$ cat config.mk
export PLATFORM = sky130hd
export DESIGN_NAME = bsa_div
export DESIGN_NICKNAME = d
export VERILOG_FILES = /design/src/rtl/bsa_div.sv
export SDC_FILE = /design/constraint.sdc
export NUM_CORES = 1
export LEC_CHECK = 0
export BUFFER_PORTS_ARGS = -buffer_cell sky130_fd_sc_hd__buf_2
export CORE_MARGIN = 2
export CORE_UTILIZATION = 36
export CTS_CLUSTER_DIAMETER = 200
export DETAILED_ROUTE_END_ITERATION = 10
export PLACE_DENSITY_LB_ADDON = 0.05
export SETUP_SLACK_MARGIN = 0.4
export SYNTH_ARGS = -nofsm -noshare
export SYNTH_HDL_FRONTEND = slang
export SYNTH_SLANG_ARGS = --single-unit
$ cat constraint.sdc
create_clock -name clock -period 8.6 [get_ports clock]
set_input_delay 1.72 -clock clock [delete_from_list [all_inputs] [get_ports clock]]
set_output_delay 1.72 -clock clock [all_outputs]
set_load 0.005 [all_outputs]
$ cat src/rtl/bsa_div.sv
module bsa_div (
   input  logic        clock,
   input  logic        reset,
   input  logic        start,
   input  logic [31:0] dividend,
   input  logic [15:0] divisor,
   output logic        done,
   output logic [31:0] quotient
);

   logic        run_ff;
   logic [4:0]  step_ff;
   logic [15:0] rem_ff;
   logic [31:0] quo_ff;
   logic        done_ff;
   logic [16:0] trial;
   logic [16:0] diff;
   logic        ge;

   always_comb begin
      trial = {rem_ff, quo_ff[31]};
      diff  = trial - {1'b0, divisor};
      ge    = (trial >= {1'b0, divisor});
   end

   always_ff @(posedge clock) begin
      if (reset) begin
         run_ff  <= 1'b0;
         done_ff <= 1'b0;
         step_ff <= '0;
      end else begin
         done_ff <= 1'b0;
         if (start) begin
            run_ff  <= 1'b1;
            step_ff <= '0;
         end else if (run_ff) begin
            step_ff <= step_ff + 5'd1;
            if (step_ff == 5'd31) begin
               run_ff  <= 1'b0;
               done_ff <= 1'b1;
            end
         end
      end
   end

   always_ff @(posedge clock) begin
      if (start) begin
         rem_ff <= '0;
         quo_ff <= dividend;
      end else if (run_ff) begin
         rem_ff <= ge ? diff[15:0] : trial[15:0];
         quo_ff <= {quo_ff[30:0], ge};
      end
   end

   assign done     = done_ff;
   assign quotient = quo_ff;

endmodule

After elaboration in Yosys (flattened, before gate mapping)
Index checks and enable logic that the tools add are counted.
{"block": "word_totals", "ff_bits": 55, "latchBits": 0, "ram_bits": 0, "romBits": 0, "inputBits": 51, "out_inout_bits": 33, "wordCells": 20, "mem_count": 0}
{"block": "classes", "n_addsub": 2, "mul": 0, "div": 0, "magnitude_cmp": 1, "n_eq_ne": 1, "shift": 0, "mux": 7, "n_bitwise": 1, "n_reduce_logical": 3}
{"op": "$mux W32", "count": 2}
{"op": "$ge A17 B16 Y1", "count": 1}
{"op": "$mux W16", "count": 1}
{"op": "$sub A16 B16 Y16", "count": 1}
{"op": "$add A5 B1 Y5 const B", "count": 1}
{"op": "$eq A5 B5 Y1 const B", "count": 1}
{"op": "$mux W1", "count": 4}
{"op": "$reduce_or A3 Y1", "count": 1}
{"op": "$reduce_bool A2 Y1", "count": 1}
{"op": "$reduce_or A2 Y1", "count": 1}
{"op": "$not A1 Y1", "count": 1}

Longest topological paths before layout
{"block": "depth", "ltp_word": 4, "ltp_mapped": 11, "depth_no_buf": 9}

Worst setup path after synthesis
No wires, ideal clock.
{"block": "synth_timing", "path_type": "input to register", "startpoint": "in divisor[10]", "endpoint": "reg quo_ff[0], in the netlist quotient[0], data pin", "setup_ns": 0.260, "arrival_time_ns": 3.687, "t_required_ns": 8.340, "path_slack_ns": 4.653, "cell_stages": 11, "path_buffers": 3, "path_cell_list": "inv_1 -> ha_1 -> buf_6 -> a21o_1 -> or3b_4 -> a21oi_4 -> a211oi_4 -> or2_1 -> buf_6 -> buf_6 -> mux2_2"}
{"block": "synth_between", "elab_chain_len": 3}
{"element": "start, declared", "line": "6", "rtl": "input logic [15:0] divisor,"}
{"element": "$ge A17 B16 Y1", "line": "23", "rtl": "ge = (trial >= {1'b0, divisor});"}
{"element": "$mux W32", "line": "50", "rtl": "end else if (run_ff) begin"}
{"element": "$mux W32", "line": "47", "rtl": "if (start) begin"}
{"element": "end signal, assigned", "line": "49", "rtl": "quo_ff <= dividend;"}
{"element": "end signal, assigned", "line": "52", "rtl": "quo_ff <= {quo_ff[30:0], ge};"}
{"element": "end, declared", "line": "14", "rtl": "logic [31:0] quo_ff;"}
No other way between the ends. The select of a mux whose other input is x is not followed.
A chain may end at the register's enable or synchronous reset.

Worst setup path in the final report
{"block": "layout_timing", "startpoint": "in divisor[3]", "endpoint": "reg quo_ff[0], in the netlist quotient[0], data pin"}
Same word-level chain as after synthesis.

==> reports/results.tsv <==
stage	metric	value	unit
min_path	HP Class	register to register	
place	port buffer count	83	
sta	WHS	0.502	ns
synthesis	ys async rst share	0	%
layout	Layout Cells excl Fill	512	
sta	Final Hold Vio Count	0	
synthesis	synth warn	0	
outcome	status	complete, no violations	
synthesis	Mapped Cells	326	
routing	First-pass DRT Iterations	4	
routing	vias per cell	5.33	
routing	antenna viol nets, final	0	
power	P_leak	1.71	nW
layout	fin nets	470	
synthesis	Seq cells post-synth	55	
synthesis	Top FF cell, synth	edfxtp_1	
layout	layout cell share with drive strength beyond 1	34.2	%
global_route	number of global-route vias before repair	2493	
power	Design Power	0.572	mW
floorplanning	Core Region	9200	sq um
place	Placed Instances	504	
synthesis	top cells by count, synth	edfxtp_1 (32), mux2_2 (32), nand2_1 (26)	
sta	Fin Setup TNS	0	ns
power	PwrDens	144	nW/um^2
sta	final setup violation count	0	
sta	slew margin rel.	26.2	%
routing	via count	2729	
sta	top achievable clock speed	0.240	GHz
global_route	largest net degree at the start of global routing	47	
place	routability cong.	0.766	
synthesis	synth top area cells	edfxtp_1 (28%), dfxtp_1 (14%), mux2_2 (11%), ha_1 (6.6%), nand2_1 (2.9%)	
clocking	Clock Path Buffers	2	
floorplanning	Die Y	101	um
synthesis	syn avg cell area	10.4	sq um
global_route	grt total ovfl	0	
synthesis	area leader, netlist	edfxtp_1	
synthesis	Post-Syn Area	3390	sq um
routing	initial drt markers	107	
worst_setup_path	Critical Path End Type	register	
clocking	clock sink total	55	
worst_setup_path	Req. time, crit path	8.78	ns
routing	drt wl/cell	15.0	um
clocking	# hold bufs at CTS	0	
min_path	Worst Hold Launch	rem_ff[15]	
floorplanning	I/O pin count	84	
synthesis	Post-synth EDFFs	32	
floorplanning	# rows	35	
synthesis	Unique masters post-synth	63	
floorplanning	Die Width	101	um
layout	antenna cells	0	
floorplanning	Starting Density	36.9	%
worst_setup_path	CP arrival	4.34	ns
routing	total wire length	7.69	mm
clocking	H-tree depth	2	
worst_setup_path	Crit Path Class	input port to register	
sta	fraction of the cycle the final worst path needs	48.4	%
global_route	initial antenna violation count	0	
clocking	post-CTS setup buffer count	0	
layout	area grow syn2layout	16.9	%
sta	post-route clock skew	0.0111	ns
floorplanning	Die Footprint	10200	sq um
worst_setup_path	crit path launch type	input port	
sta	fin crit period	4.17	ns
clocking	clock buffer count from CTS	5	
clocking	post_cts resized	0	
worst_setup_path	R2R Path Start	rem_ff[2]	
worst_setup_path	R2R setup slack	5.60	ns
clocking	Clock Latency Late Sink	0.30	ns
global_route	GRT Total Usage	15.0	%
sta	RSZ-0062 raised after global routing	false	
clocking	Clk pin slew, worst setup/hold paths	0.10	ns
global_route	first-pass GRT wire length	12.3	mm
place	hpwl dp	5.69	mm
clocking	clk root buf	clkbuf_8	
synthesis	syn nets	396	
worst_setup_path	CP Max Fanout	19	
run	Max Cap Viol	0	
sta	fin. max-slew vios	0	
sta	worst slew pin tran	1.10	ns
power	Peak supply drop	0.000104	V
clocking	CTS tree	built	
routing	Remaining DRCs	0	
synthesis	sequential area share after synthesis	41.9	%
synthesis	Synth top area share	28.3	%
worst_setup_path	CP Launch Point	divisor[3]	
==> report_power, final <==
part / internal (mW) / total (mW) / switching [mW]
Combinational: 0.0558 / 0.114 / 0.0581
Sequential: 0.302 / 0.314 / 0.0121
Clock: 0.0652 / 0.144 / 0.0787
==> placed cells by master, fill, tap and decap left out, types with 3 or more instances in the layout <==
master and n:
xor2_1 4, mux2i_1 5, inv_1 21, xnor2_1 4, dfxtp_1 23, clkbuf_8 6, a211oi_1 3, nand4_1 3
nor2b_1 3, buf_2 83, mux2_2 32, a21oi_1 12, nand2b_1 5, o221ai_1 3, nand2_1 26, o311a_1 3
nor3_1 13, or2_2 3, a21boi_0 3, o21a_1 3, o21ai_0 7, a21o_1 8, edfxtp_1 32, nor2_1 19
ha_1 18, o211ai_1 11, o2111ai_1 3
==> sequential cells by signal, indices dropped and copies added (netlist names) <==
name,flops
quotient,32
run_ff,1
rem_ff,16
done,1
step_ff,5
==> critical path, stage by stage <==
cell and delay (ns):
buf_2 0.07, inv_1 0.03, ha_1 0.37, o211ai_1 0.12, a21o_1 0.21, a211o_1 0.37, a211oi_4 0.69, or2_1 0.50
mux2_2 0.24
==> logic make-up (layout without fill, tap and decap cells) <==
kind of cell	Yosys count	count (layout)	share of synthesized area [%]
and+or+nand+nor	85	85	12.3
AOI/OAI and AO/OA	83	83	19.2
DFF	55	55	41.9
buffers and inverters	39	114	5.16
muxes	37	37	12.1
adders and majority gates	19	19	7.23
xor gates and xnor gates	8	8	2.06
==> path summary, 6_finish.rpt <==
check           endpoint  depth (start not counted)
max reg2reg  quotient[0]                          7
max          quotient[0]                          9
min           rem_ff[15]                          2
min reg2reg   rem_ff[15]                          2
==> layout make-up <==
| cell class | instances | area (sq um) |
|---|---|---|
| clock buffers | 7 | 86.3 |
| clock inverters | 1 | 5.00 |
| fillers | 948 | 5230 |
| inverters | 21 | 78.8 |
| multi-input cells | 232 | 1800 |
| flip-flops and latches | 55 | 1420 |
| well taps | 111 | 139 |
| repair buffers | 85 | 430 |
==> routing by layer <==
| metal | wire [um] | vias up | GRT usage, % |
|---|---|---|---|
| li1 | - | 1365 | - |
| met4 | 53 | 0 | 3.53 |
| met3 | 300 | 4 | 2.15 |
| met2 | 3570 | 63 | 24.1 |
| met5 | 0 | - | 0 |
| met1 | 3770 | 1297 | 21.5 |
==> stage by stage <==
step / worst slack, ns / utilization (%) / instance area (sq um)
after floorplan: 4.65 / - / 3390
after global placement: 4.17 / 42.1 / 3870
after detailed placement: 4.13 / 42.1 / 3870
after CTS: 4.45 / 43.1 / 3970
after global routing: 4.21 / 43.1 / 3970
final: 4.43 / 43.1 / 3970
(Power assumes the default switching activity.)
